### src/rtl/lcg48br_pkg.sv
// ============================================================================
// lcg48br_pkg
// Shared widths, constants and control structs of the bounded random core.
// ============================================================================
`default_nettype none

package lcg48br_pkg;

    localparam int SEED_W  = 48;
    localparam int WORD_W  = 32;
    localparam int BOUND_W = 31;
    localparam int MULT_W  = 35;
    localparam int CHUNK_W = 16;
    localparam int DIVD_W  = 33;
    localparam int DCNT_W  = 6;

    localparam logic [MULT_W-1:0]  LCG_MULT    = 35'h5_DEEC_E66D;
    localparam logic [SEED_W-1:0]  LCG_MULT48  = 48'h0005_DEEC_E66D;
    localparam logic [SEED_W-1:0]  LCG_INC     = 48'h0000_0000_000B;
    localparam logic [BOUND_W-1:0] BOUND_RESET = 31'd4096;
    localparam logic [DIVD_W-1:0]  TWO_POW_32  = 33'h1_0000_0000;
    localparam logic [WORD_W-1:0]  SIGN_WORD   = 32'h8000_0000;

    localparam logic CMD_LOAD = 1'b0;
    localparam logic CMD_DRAW = 1'b1;

    typedef struct packed {
        logic              load;
        logic              step;
        logic [SEED_W-1:0] seed;
    } lcg_ctrl_t;

    typedef struct packed {
        logic              busy;
        logic              done;
        logic [SEED_W-1:0] state;
    } lcg_stat_t;

    typedef struct packed {
        logic               start;
        logic [DIVD_W-1:0]  dividend;
        logic [BOUND_W-1:0] divisor;
    } div_ctrl_t;

    typedef struct packed {
        logic               busy;
        logic               done;
        logic [BOUND_W-1:0] rem;
    } div_stat_t;

endpackage

`default_nettype wire

### src/rtl/lcg48br_lcg.sv
// ============================================================================
// lcg48br_lcg
// 48-bit congruential generator state with a 16x35 multiply-accumulate that
// forms one step in three passes.
// ============================================================================
`default_nettype none

module lcg48br_lcg (
    input  wire logic                   aclk,
    input  wire logic                   aresetn,
    input  wire lcg48br_pkg::lcg_ctrl_t ctrl,
    output lcg48br_pkg::lcg_stat_t      stat
);
    import lcg48br_pkg::*;

    logic [SEED_W-1:0]         state_reg;
    logic [SEED_W-1:0]         acc_reg;
    logic [SEED_W-1:0]         acc_next;
    logic [1:0]                idx_reg;
    logic                      busy_reg;
    logic                      done_reg;
    logic [CHUNK_W-1:0]        chunk;
    logic [CHUNK_W+MULT_W-1:0] prod;
    logic [SEED_W-1:0]         term;

    always_comb begin
        unique case (idx_reg)
            2'd0:    chunk = state_reg[15:0];
            2'd1:    chunk = state_reg[31:16];
            2'd2:    chunk = state_reg[47:32];
            default: chunk = '0;
        endcase
        prod = {{MULT_W{1'b0}}, chunk} * {{CHUNK_W{1'b0}}, LCG_MULT};
        unique case (idx_reg)
            2'd0:    term = prod[47:0];
            2'd1:    term = {prod[31:0], 16'b0};
            2'd2:    term = {prod[15:0], 32'b0};
            default: term = '0;
        endcase
        acc_next = acc_reg + term;
    end

    always_ff @(posedge aclk) begin
        if (!aresetn) begin
            state_reg <= LCG_MULT48;
            busy_reg  <= 1'b0;
            done_reg  <= 1'b0;
            idx_reg   <= 2'd0;
        end else begin
            done_reg <= 1'b0;
            if (ctrl.load) begin
                state_reg <= ctrl.seed ^ LCG_MULT48;
            end else if (ctrl.step && !busy_reg) begin
                busy_reg <= 1'b1;
                idx_reg  <= 2'd0;
            end else if (busy_reg) begin
                idx_reg <= idx_reg + 2'd1;
                if (idx_reg == 2'd2) begin
                    busy_reg  <= 1'b0;
                    done_reg  <= 1'b1;
                    state_reg <= acc_next;
                end
            end
        end
    end

    always_ff @(posedge aclk) begin
        if (ctrl.step && !busy_reg) begin
            acc_reg <= LCG_INC;
        end else if (busy_reg) begin
            acc_reg <= acc_next;
        end
    end

    assign stat.busy  = busy_reg;
    assign stat.done  = done_reg;
    assign stat.state = state_reg;

endmodule

`default_nettype wire

### src/rtl/lcg48br_rem.sv
// ============================================================================
// lcg48br_rem
// Restoring remainder unit, one dividend bit per cycle.
// ============================================================================
`default_nettype none

module lcg48br_rem (
    input  wire logic                   aclk,
    input  wire logic                   aresetn,
    input  wire lcg48br_pkg::div_ctrl_t ctrl,
    output lcg48br_pkg::div_stat_t      stat
);
    import lcg48br_pkg::*;

    logic [DIVD_W-1:0]  dvd_reg;
    logic [BOUND_W-1:0] dsr_reg;
    logic [BOUND_W-1:0] rem_reg;
    logic [BOUND_W-1:0] rem_next;
    logic [DCNT_W-1:0]  cnt_reg;
    logic               busy_reg;
    logic               done_reg;
    logic [BOUND_W:0]   shifted;
    logic [BOUND_W:0]   diff;

    always_comb begin
        shifted = {rem_reg, dvd_reg[DIVD_W-1]};
        diff    = shifted - {1'b0, dsr_reg};
        if (shifted >= {1'b0, dsr_reg}) begin
            rem_next = diff[BOUND_W-1:0];
        end else begin
            rem_next = shifted[BOUND_W-1:0];
        end
    end

    always_ff @(posedge aclk) begin
        if (!aresetn) begin
            busy_reg <= 1'b0;
            done_reg <= 1'b0;
            cnt_reg  <= '0;
        end else begin
            done_reg <= 1'b0;
            if (ctrl.start && !busy_reg) begin
                busy_reg <= 1'b1;
                cnt_reg  <= DCNT_W'(DIVD_W);
            end else if (busy_reg) begin
                cnt_reg <= cnt_reg - 1'b1;
                if (cnt_reg == DCNT_W'(1)) begin
                    busy_reg <= 1'b0;
                    done_reg <= 1'b1;
                end
            end
        end
    end

    always_ff @(posedge aclk) begin
        if (ctrl.start && !busy_reg) begin
            dvd_reg <= ctrl.dividend;
            dsr_reg <= ctrl.divisor;
            rem_reg <= '0;
        end else if (busy_reg) begin
            dvd_reg <= {dvd_reg[DIVD_W-2:0], 1'b0};
            rem_reg <= rem_next;
        end
    end

    assign stat.busy = busy_reg;
    assign stat.done = done_reg;
    assign stat.rem  = rem_reg;

endmodule

`default_nettype wire

### src/rtl/lcg48_bounded_random_core.sv
// ============================================================================
// lcg48_bounded_random_core
// Bounded random draws from a 48-bit linear congruential generator.
// ============================================================================
// A load word (tuser 0) replaces the generator state with the seed XOR
// 0x5DEECE66D and returns nothing. A draw word (tuser 1) returns one value
// below the bound register. Each generator step runs through the three-pass
// 16x35 multiply-accumulate. A power-of-two bound costs one step per draw.
// Any other bound adds a pass through the serial one-bit-per-cycle remainder
// unit for the final value. Each rejected word costs one more step. The first
// draw after a bound write also runs the remainder unit to find 2^32 mod
// bound. Only one word is in flight, and the input is not ready until the
// result is registered.
`default_nettype none

module lcg48_bounded_random_core (
    input  wire logic                                aclk,
    input  wire logic                                aresetn,
    input  wire logic                                bound_we,
    input  wire logic [lcg48br_pkg::BOUND_W-1:0]     bound_wdata,
    input  wire logic                                s_tvalid,
    output logic                                     s_tready,
    input  wire logic [lcg48br_pkg::SEED_W-1:0]      s_tdata,   // seed_value
    input  wire logic                                s_tuser,   // cmd
    output logic                                     m_tvalid,
    input  wire logic                                m_tready,
    output logic [lcg48br_pkg::WORD_W-1:0]           m_tdata    // value, zero pad
);
    import lcg48br_pkg::*;

    typedef enum logic [2:0] {
        ST_IDLE,
        ST_MOD,
        ST_STEP,
        ST_REM,
        ST_DONE
    } state_t;

    state_t             state_reg;
    logic [BOUND_W-1:0] bound_reg;
    logic [BOUND_W-1:0] mod_reg;
    logic               mod_ok_reg;
    logic               neg_reg;
    logic               m_tvalid_reg;
    logic [BOUND_W-1:0] value_reg;
    logic [BOUND_W-1:0] result_reg;
    logic               lcg_load_reg;
    logic               lcg_step_reg;
    logic [SEED_W-1:0]  seed_reg;
    logic               div_start_reg;
    logic [DIVD_W-1:0]  dividend_reg;

    lcg_ctrl_t          lcg_ctrl;
    lcg_stat_t          lcg_st;
    div_ctrl_t          div_ctrl;
    div_stat_t          div_st;

    logic               is_pow2;
    logic [WORD_W-1:0]  word;
    logic [WORD_W-1:0]  limit;
    logic               reject;
    logic [BOUND_W-1:0] pow2_val;
    logic               in_fire;

    assign in_fire = s_tvalid && s_tready;
    assign is_pow2 = (bound_reg & (bound_reg - 1'b1)) == '0;
    assign word    = lcg_st.state[SEED_W-1:SEED_W-WORD_W];
    assign limit   = SIGN_WORD - {1'b0, mod_reg};
    assign reject  = !word[WORD_W-1] && (word >= limit);

    always_comb begin
        pow2_val = '0;
        for (int k = 0; k < BOUND_W; k++) begin
            pow2_val = pow2_val | (BOUND_W'(word >> (WORD_W - k)) & {BOUND_W{bound_reg[k]}});
        end
    end

    assign lcg_ctrl.load     = lcg_load_reg;
    assign lcg_ctrl.step     = lcg_step_reg;
    assign lcg_ctrl.seed     = seed_reg;
    assign div_ctrl.start    = div_start_reg;
    assign div_ctrl.dividend = dividend_reg;
    assign div_ctrl.divisor  = bound_reg;

    lcg48br_lcg u_lcg (
        .aclk    (aclk),
        .aresetn (aresetn),
        .ctrl    (lcg_ctrl),
        .stat    (lcg_st)
    );

    lcg48br_rem u_rem (
        .aclk    (aclk),
        .aresetn (aresetn),
        .ctrl    (div_ctrl),
        .stat    (div_st)
    );

    always_ff @(posedge aclk) begin
        if (!aresetn) begin
            state_reg     <= ST_IDLE;
            bound_reg     <= BOUND_RESET;
            mod_ok_reg    <= 1'b0;
            m_tvalid_reg  <= 1'b0;
            lcg_load_reg  <= 1'b0;
            lcg_step_reg  <= 1'b0;
            div_start_reg <= 1'b0;
        end else begin
            lcg_load_reg  <= 1'b0;
            lcg_step_reg  <= 1'b0;
            div_start_reg <= 1'b0;
            if (bound_we) begin
                bound_reg  <= bound_wdata;
                mod_ok_reg <= 1'b0;
            end
            if (m_tvalid_reg && m_tready) begin
                m_tvalid_reg <= 1'b0;
            end
            unique case (state_reg)
                ST_IDLE: begin
                    if (in_fire) begin
                        if (s_tuser == CMD_LOAD) begin
                            lcg_load_reg <= 1'b1;
                            seed_reg     <= s_tdata;
                        end else if (is_pow2 || mod_ok_reg) begin
                            lcg_step_reg <= 1'b1;
                            state_reg    <= ST_STEP;
                        end else begin
                            div_start_reg <= 1'b1;
                            dividend_reg  <= TWO_POW_32;
                            state_reg     <= ST_MOD;
                        end
                    end
                end
                ST_MOD: begin
                    if (div_st.done) begin
                        mod_reg      <= div_st.rem;
                        mod_ok_reg   <= 1'b1;
                        lcg_step_reg <= 1'b1;
                        state_reg    <= ST_STEP;
                    end
                end
                ST_STEP: begin
                    if (lcg_st.done) begin
                        if (is_pow2) begin
                            result_reg <= pow2_val;
                            state_reg  <= ST_DONE;
                        end else if (reject) begin
                            lcg_step_reg <= 1'b1;
                        end else begin
                            neg_reg       <= word[WORD_W-1];
                            div_start_reg <= 1'b1;
                            dividend_reg  <= word[WORD_W-1]
                                ? {2'b00, ~word[BOUND_W-1:0]}
                                : {2'b00, word[BOUND_W-1:0]};
                            state_reg     <= ST_REM;
                        end
                    end
                end
                ST_REM: begin
                    if (div_st.done) begin
                        result_reg <= neg_reg ? (bound_reg - 1'b1 - div_st.rem) : div_st.rem;
                        state_reg  <= ST_DONE;
                    end
                end
                ST_DONE: begin
                    if (!m_tvalid_reg || m_tready) begin
                        m_tvalid_reg <= 1'b1;
                        value_reg    <= result_reg;
                        state_reg    <= ST_IDLE;
                    end
                end
                default: state_reg <= ST_IDLE;
            endcase
        end
    end

    assign s_tready = (state_reg == ST_IDLE);
    assign m_tvalid = m_tvalid_reg;
    assign m_tdata  = {1'b0, value_reg};

    a_idle_quiet: assert property (@(posedge aclk) disable iff (!aresetn)
        (state_reg == ST_IDLE) |-> (!lcg_st.busy && !div_st.busy))
        else $error("generator or remainder unit busy while idle");

    a_rem_no_step: assert property (@(posedge aclk) disable iff (!aresetn)
        (state_reg == ST_REM) |-> !lcg_st.busy)
        else $error("generator stepping during remainder");

    a_step_no_div: assert property (@(posedge aclk) disable iff (!aresetn)
        (state_reg == ST_STEP) |-> !div_st.busy)
        else $error("remainder unit busy during generator step");

endmodule

`default_nettype wire
### config.mk
export PLATFORM = sky130hd
export DESIGN_NAME = lcg48_bounded_random_core
export DESIGN_NICKNAME = d
export VERILOG_FILES = /design/src/rtl/lcg48br_pkg.sv /design/src/rtl/lcg48br_lcg.sv /design/src/rtl/lcg48br_rem.sv /design/src/rtl/lcg48_bounded_random_core.sv
export SDC_FILE = /design/constraint.sdc
export NUM_CORES = 2
export LEC_CHECK = 0
export BUFFER_PORTS_ARGS = -buffer_cell sky130_fd_sc_hd__buf_2
export CORE_ASPECT_RATIO = 1.4
export CORE_MARGIN = 2
export CORE_UTILIZATION = 30
export DETAILED_ROUTE_END_ITERATION = 8
export PLACE_DENSITY_LB_ADDON = 0.15
export RECOVER_POWER = 50
export SYNTH_ARGS = -nofsm -noshare
export SYNTH_HDL_FRONTEND = slang
export SYNTH_SLANG_ARGS = --single-unit
### constraint.sdc
create_clock -name aclk -period 12.8 [get_ports aclk]
set_input_delay 1.28 -clock aclk [delete_from_list [all_inputs] [get_ports aclk]]
set_output_delay 1.28 -clock aclk [all_outputs]
set_load 0.05 [all_outputs]
# --- After elaboration in Yosys (flattened, before gate mapping) ---
# Cells that the tools add are included.
# Widths: inputs -> output; s select.
totals:
  wordCells: 222
  output_inout_bits: 34
  ff_bits: 417
op_classes:
  n_bitwise: 69
  add_sub_neg: 7
  reduce_logical: 33
  mux: 66
  order_cmp: 2
  eq_ne: 19
  multipliers: 1
op_table:
  columns: ["operator", "n"]
  rows:
  - ["$or 31x31->31", 29]
  - ["$mux 33", 8]
  - ["$mux 48", 4]
  - ["$mux 31", 6]
  - ["$pmux 48 s3", 1]
  - ["$pmux 33 s2", 1]
  - ["$pmux 31 s2", 1]
  - ["$sub 31x31->31", 2]
  - ["$add 48x48->48", 1]
  - ["$mul 16x35->48 const B", 1]
  - ["$pmux 16 s3", 1]
  - ["$ge 32x31->1", 1]
  - ["$ge 32x32->1", 1]
  - ["$sub 32x31->32 const A", 1]
  - ["$and 1x31->31", 1]
  - ["$and 10x31->31", 1]
  - ["$and 11x31->31", 1]
  - ["$and 12x31->31", 1]
  - ["$and 13x31->31", 1]
  - ["$and 14x31->31", 1]
  - ["$and 15x31->31", 1]
  - ["$and 16x31->31", 1]
  - ["$and 17x31->31", 1]
  - ["$and 18x31->31", 1]
  - ["other kinds (59)", 129]

# --- Depth between registers and ports, before layout ---
logic_depth:
  word_depth: 33
  mapped_depth: 43
  mapped_depth_nobuf: 41

# --- Hierarchy ---
# From an unflattened synthesis, not the netlist that was laid out.
unflattened:
  hier_cells: 3936
  hier_area_um2: 36996.7
by_module_without_submodules:
  columns: ["mod", "instances", "area_each_um2", "cells_each", "seq_area_each_um2"]
  rows:
  - ["lcg48br_lcg", 1, 17085.1, 1982, 2001.9]
  - ["lcg48_bounded_random_core", 1, 14032.2, 1408, 6005.8]
  - ["lcg48br_rem", 1, 5879.4, 546, 2702.6]

# --- Worst setup path after synthesis ---
# No wires, ideal clock.
synth_path:
  path_type: "register to register"
  startpoint: "register u_lcg.idx_reg[0]"
  endpoint: "register u_lcg.state_reg[43]"
  arrival_time_ps: 9113
  setup_ps: 115
  path_slack_ps: 3572
  path_stages_with_launch: 41
  cell_sequence: "dfxtp_1 inv_1 ha_1 clkbuf_1 clkbuf_1 buf_1 a222oi_1 nor2_1 fa_1 inv_1 fa_1 inv_1 fa_1 fa_1 inv_1 fa_1 inv_1 fa_1 [5 not listed] nor3b_1 o21a_1 nor2_1 o21bai_1 xnor2_1 o22ai_1 ha_1 a21oi_1 inv_1 o21a_1 o2111ai_1 a211oi_1 nor4_2 o22ai_1 o221ai_1 xor2_1 o221ai_1 and2_1"
synth_via:
  elab_chain_len: 9
  word_cells_on_any_way: 13
  classes_between: "1 x add/sub; 1 x mul; 2 x eq/ne; 6 x mux; 3 x reduce/logical"
synth_rtl:
  columns: ["item", "line_no", "rtl"]
  rows:
  - ["start: declaration", "lcg48br_lcg.sv:19", "logic [1:0] idx_reg;"]
  - ["start signal: assignment", "lcg48br_lcg.sv:57", "idx_reg <= idx_reg + 2'd1;"]
  - ["$eq 2x2->1 (tied with other cells)", "lcg48br_lcg.sv:27, lcg48br_lcg.sv:34, lcg48br_lcg.sv:58", null]
  - ["$pmux 16 s3", "lcg48br_lcg.sv:27", "unique case (idx_reg)"]
  - ["$mul 16x35->48", "lcg48br_lcg.sv:33", "prod = {{MULT_W{1'b0}}, chunk} * {{CHUNK_W{1'b0}}, LCG_MULT};"]
  - ["$pmux 48 s3", "lcg48br_lcg.sv:34", "unique case (idx_reg)"]
  - ["$add 48x48->48", "lcg48br_lcg.sv:40", "acc_next = acc_reg + term;"]
  - ["$mux 48", "lcg48br_lcg.sv:58", "if (idx_reg == 2'd2) begin"]
  - ["$mux 48", "lcg48br_lcg.sv:56", "end else if (busy_reg) begin"]
  - ["$mux 48", "lcg48br_lcg.sv:53", "end else if (ctrl.step && !busy_reg) begin"]
  - ["$mux 48", "lcg48br_lcg.sv:51", "if (ctrl.load) begin"]
  - ["end signal: assignment", "lcg48br_lcg.sv:52", "state_reg <= ctrl.seed ^ LCG_MULT48;"]
  - ["end signal: assignment", "lcg48br_lcg.sv:61", "state_reg <= acc_next;"]
  - ["end: declaration", "lcg48br_lcg.sv:16", "logic [SEED_W-1:0] state_reg;"]
# Several ways; a longest one is shown, not always the timed one. The select of a mux whose other input is x is not followed.
# A chain may end at the register's enable or synchronous reset.

# --- Final worst setup path ---
# Same ends and word-level chain as after synthesis.

==> impl_results.md <==
- Initial core utilization: 30.19%
- Worst-case hold path end point: value_reg[8]
- Reg2reg start: u_lcg.idx_reg[0]
- Total I/O pin count: approximately 120
- Gpl congestion: roughly 0.95
- Final Skew: approximately 0.035 ns
- Final number of setup-violating endpoints: 0
- Largest family of logic cells by synthesized area: adder cells
- Post-Syn Area: 0.03552 mm²
- Delay-heaviest family, CP: adder cells
- Placed Cells: about 5300
- Synth Area in Adders: around 25%
- 1st-pass router iterations: 9
- Crit end category: flip-flop
- Largest net degree at the start of global routing: 77
- CP max stage cell: ha_1
- Final Hold Fails: 0
- CP Max Fanout: 25
- Vias: between 20000 and 30000
- Worst-path clk slew: approximately 0.06 ns
- Residual DRC: 0
- CORE AREA: between 0.1 and 0.15 mm²
- R2R Setup Slk: 1.45 ns
- Final nets: 4458
- Post-Route WL: 137600 µm
- Setup crit start kind: flip-flop
- DP HPWL: 105200 µm
- Die span in x: between 200 and 300 µm
- Status: finished, violations left
- Number of synthesized flops with an enable pin: approximately 240
- Mux share of post-synthesis cell area: 2.314%
- Total GRT Usage: between 20 and 25%
- Routed wire length per instance: roughly 25 µm
- CTS buffer count: 45
- Post-cts sizing count: 0
- Die height: around 410 µm
- Slew margin rel.: -208.3%
- Die footprint: ~0.12 mm²
- Register area share after synthesis: a little over 30%
- Net Count, Synth: between 4000 and 5000
- Final period utilization: 88.69%
- RR Endpoint: u_lcg.state_reg[43]
- Clk sinks: between 400 and 500
- FF-to-FF path depth: 37
- Synth Area in Simple Gates: about an eighth
- CTS tree: yes
- Initial antenna violation count: 2
- WP buf/inv: 6
- Post-CTS Setup Bufs: 0
- Antenna Violating Nets Remaining: 0
- Async set or reset register ratio after synthesis: 0%
- Rows: 149
- CP peak stage delay: about 0.74 ns
- Overflow after GRT: 0
- Slew Limit Fails: approximately 700
- Global-route wire length before repair: between 200000 and 250000 µm
- Peak Freq: around 0.09 GHz
- Final TNS setup: 0 ns
- WHS Path Cells: 0
- Syn_area_per_cell: between 9 and 10 µm²
- Syn-to-layout area delta: 10.49%
- Flops & latches, synth: 416
- Post-Syn Instances: about 3800
- Hold Crit Class: reg -> reg
- Crit Path Category: reg -> reg
- CTS Buffer Depth: 3
- Ratio of cells with drive above 1 in the final layout: under 10%
- Xor-xnor portion of the synthesized cell area: under 10%
- Worst hold start: result_reg[8]
- Htree depth: 2
- Layout Cells excl Fill: 5429
- RSZ-0062 raised after global routing: false
- Post-synthesis cell type count: 90
- Input/output buffers: about 120
- Yosys warns: 0
- Critical Path RT: roughly 13 ns
- Worst EP arrival: 11.84 ns
- Clock Latency Late Sink: roughly 0.63 ns
- Failing checks: max-capacitance violations, max-slew violations
- Fin crit period: around 11 ns
- Vias in the first global route: 29930
- Max-cap violations: 21
- Post-CTS Hold Buffers: 0
- Compound-gate portion of the synthesized area: 18.99%
- Initial drt markers: slightly above 2000
- Synth Flop Type: edfxtp_1
- Clock root buffer: clkbuf_16
- Vias per inst: around 5.3
- Worst-margin pin slew: around 4.6 ns
==> synth_stat cells, types with 18 or more instances <==
master | instances | share of area [%]
nand2b_1 | 44 | 0.77
nand2_1 | 253 | 2.7
and2_1 | 19 | 0.33
o211ai_1 | 19 | 0.40
nor2b_1 | 29 | 0.51
xor2_1 | 59 | 1.5
a221oi_1 | 62 | 1.5
edfxtp_1 | 238 | 20
nor3_1 | 51 | 0.72
nor2_1 | 243 | 2.6
a211o_1 | 18 | 0.44
o22ai_1 | 58 | 1.0
a21o_1 | 84 | 1.8
or3_1 | 26 | 0.46
and3_1 | 26 | 0.46
a222oi_1 | 26 | 0.73
o21ai_0 | 104 | 1.5
clkbuf_1 | 185 | 2.0
o21a_1 | 18 | 0.38
o21ai_1 | 36 | 0.51
xnor2_1 | 135 | 3.3
a31oi_1 | 29 | 0.51
mux2i_1 | 45 | 1.3
dfxtp_1 | 178 | 10
fa_1 | 227 | 13
o21bai_1 | 21 | 0.44
inv_1 | 458 | 4.8
a21oi_1 | 236 | 3.3
nand4_1 | 45 | 0.79
ha_1 | 340 | 12
nand3_1 | 50 | 0.70
nor4_1 | 25 | 0.44
a22oi_1 | 111 | 2.3
buf_1 | 28 | 0.30
mux2_2 | 33 | 1.0
a22o_1 | 49 | 1.2
==> worst max path at each step <==
stage / start / to / slack [ns] / depth (start not counted)
2_1_floorplan: u_lcg.idx_reg[0] / u_lcg.state_reg[43] / 3.57 / 40
3_3_place_gp: u_lcg.idx_reg[0] / u_lcg.state_reg[43] / 1.66 / 37
3_5_place_dp: u_lcg.idx_reg[0] / u_lcg.state_reg[43] / 1.63 / 37
4_1_cts: u_lcg.idx_reg[0] / u_lcg.state_reg[43] / 1.51 / 37
5_1_grt: u_lcg.idx_reg[0] / u_lcg.state_reg[47] / 0.76 / 37
6_report: u_lcg.idx_reg[0] / u_lcg.state_reg[43] / 1.45 / 37
==> final cells by class <==
| cell class | instances | area, µm² |
|---|---|---|
| Sequential cell | 416 | 10710 |
| Fill cell | 12270 | 78390 |
| Clock inverter | 29 | 316.6 |
| Multi-Input combinational cell | 2689 | 22270 |
| Tap cell | 1585 | 1983 |
| Clock buffer | 55 | 1225 |
| Timing Repair Buffer | 193 | 1003 |
| Antenna cell | 1 | 2.502 |
| Inverter | 461 | 1730 |
==> layer usage <==
layer | share of wire (%) | wire length [µm] | vias to the layer above | GRT usage [%]
met5 | 0.010 | 14 | - | 0
met4 | 6.2 | 8573 | 2 | 11.69
met3 | 4.0 | 5486 | 294 | 1.960
met2 | 51 | 70820 | 944 | 41.58
met1 | 38 | 52660 | 14260 | 25.50
li1 | - | - | 13490 | -
==> kinds of logic after synthesis <==
group | count (synthesis)
other | 1
xor gates and xnor gates | 195
adders and majority gates | 567
buffers and inverters | 682
DFF | 416
muxes | 78
and+or+nand+nor | 866
AOI/OAI and AO/OA | 982
==> metrics by stage <==
stage	instance area, µm²	hold WS (ns)	worst slack [ns]	util [%]
after detailed placement	37860	0.4045	1.630	32.19
final	39240	0.4088	1.448	33.36
after CTS	39410	0.4094	1.515	33.50
after global placement	37860	0.4005	1.655	32.19
after global routing	39240	0.4219	0.7604	33.36
after floorplan	35520	0.4003	3.572	-
==> cell usage in the layout (no fill, tap or decap), drive strengths merged, types with 29 or more instances in the layout <==
master    n
xnor2   135
dfxtp   178
a21oi   238
a22oi   111
a31oi    29
nand2b   44
a221oi   63
clkbuf  117
xor2     59
nand4    46
mux2     33
edfxtp  238
nand2   254
a21o     84
nor2    243
mux2i    45
o21ai   140
nand3    50
nor2b    29
nor3     51
o22ai    58
a22o     49
inv     459
ha      340
fa      227
buf     131
Power is left out: the tool's default activity adds up to more than one toggle a clock period on the data nets, which glitch-free logic cannot reach.
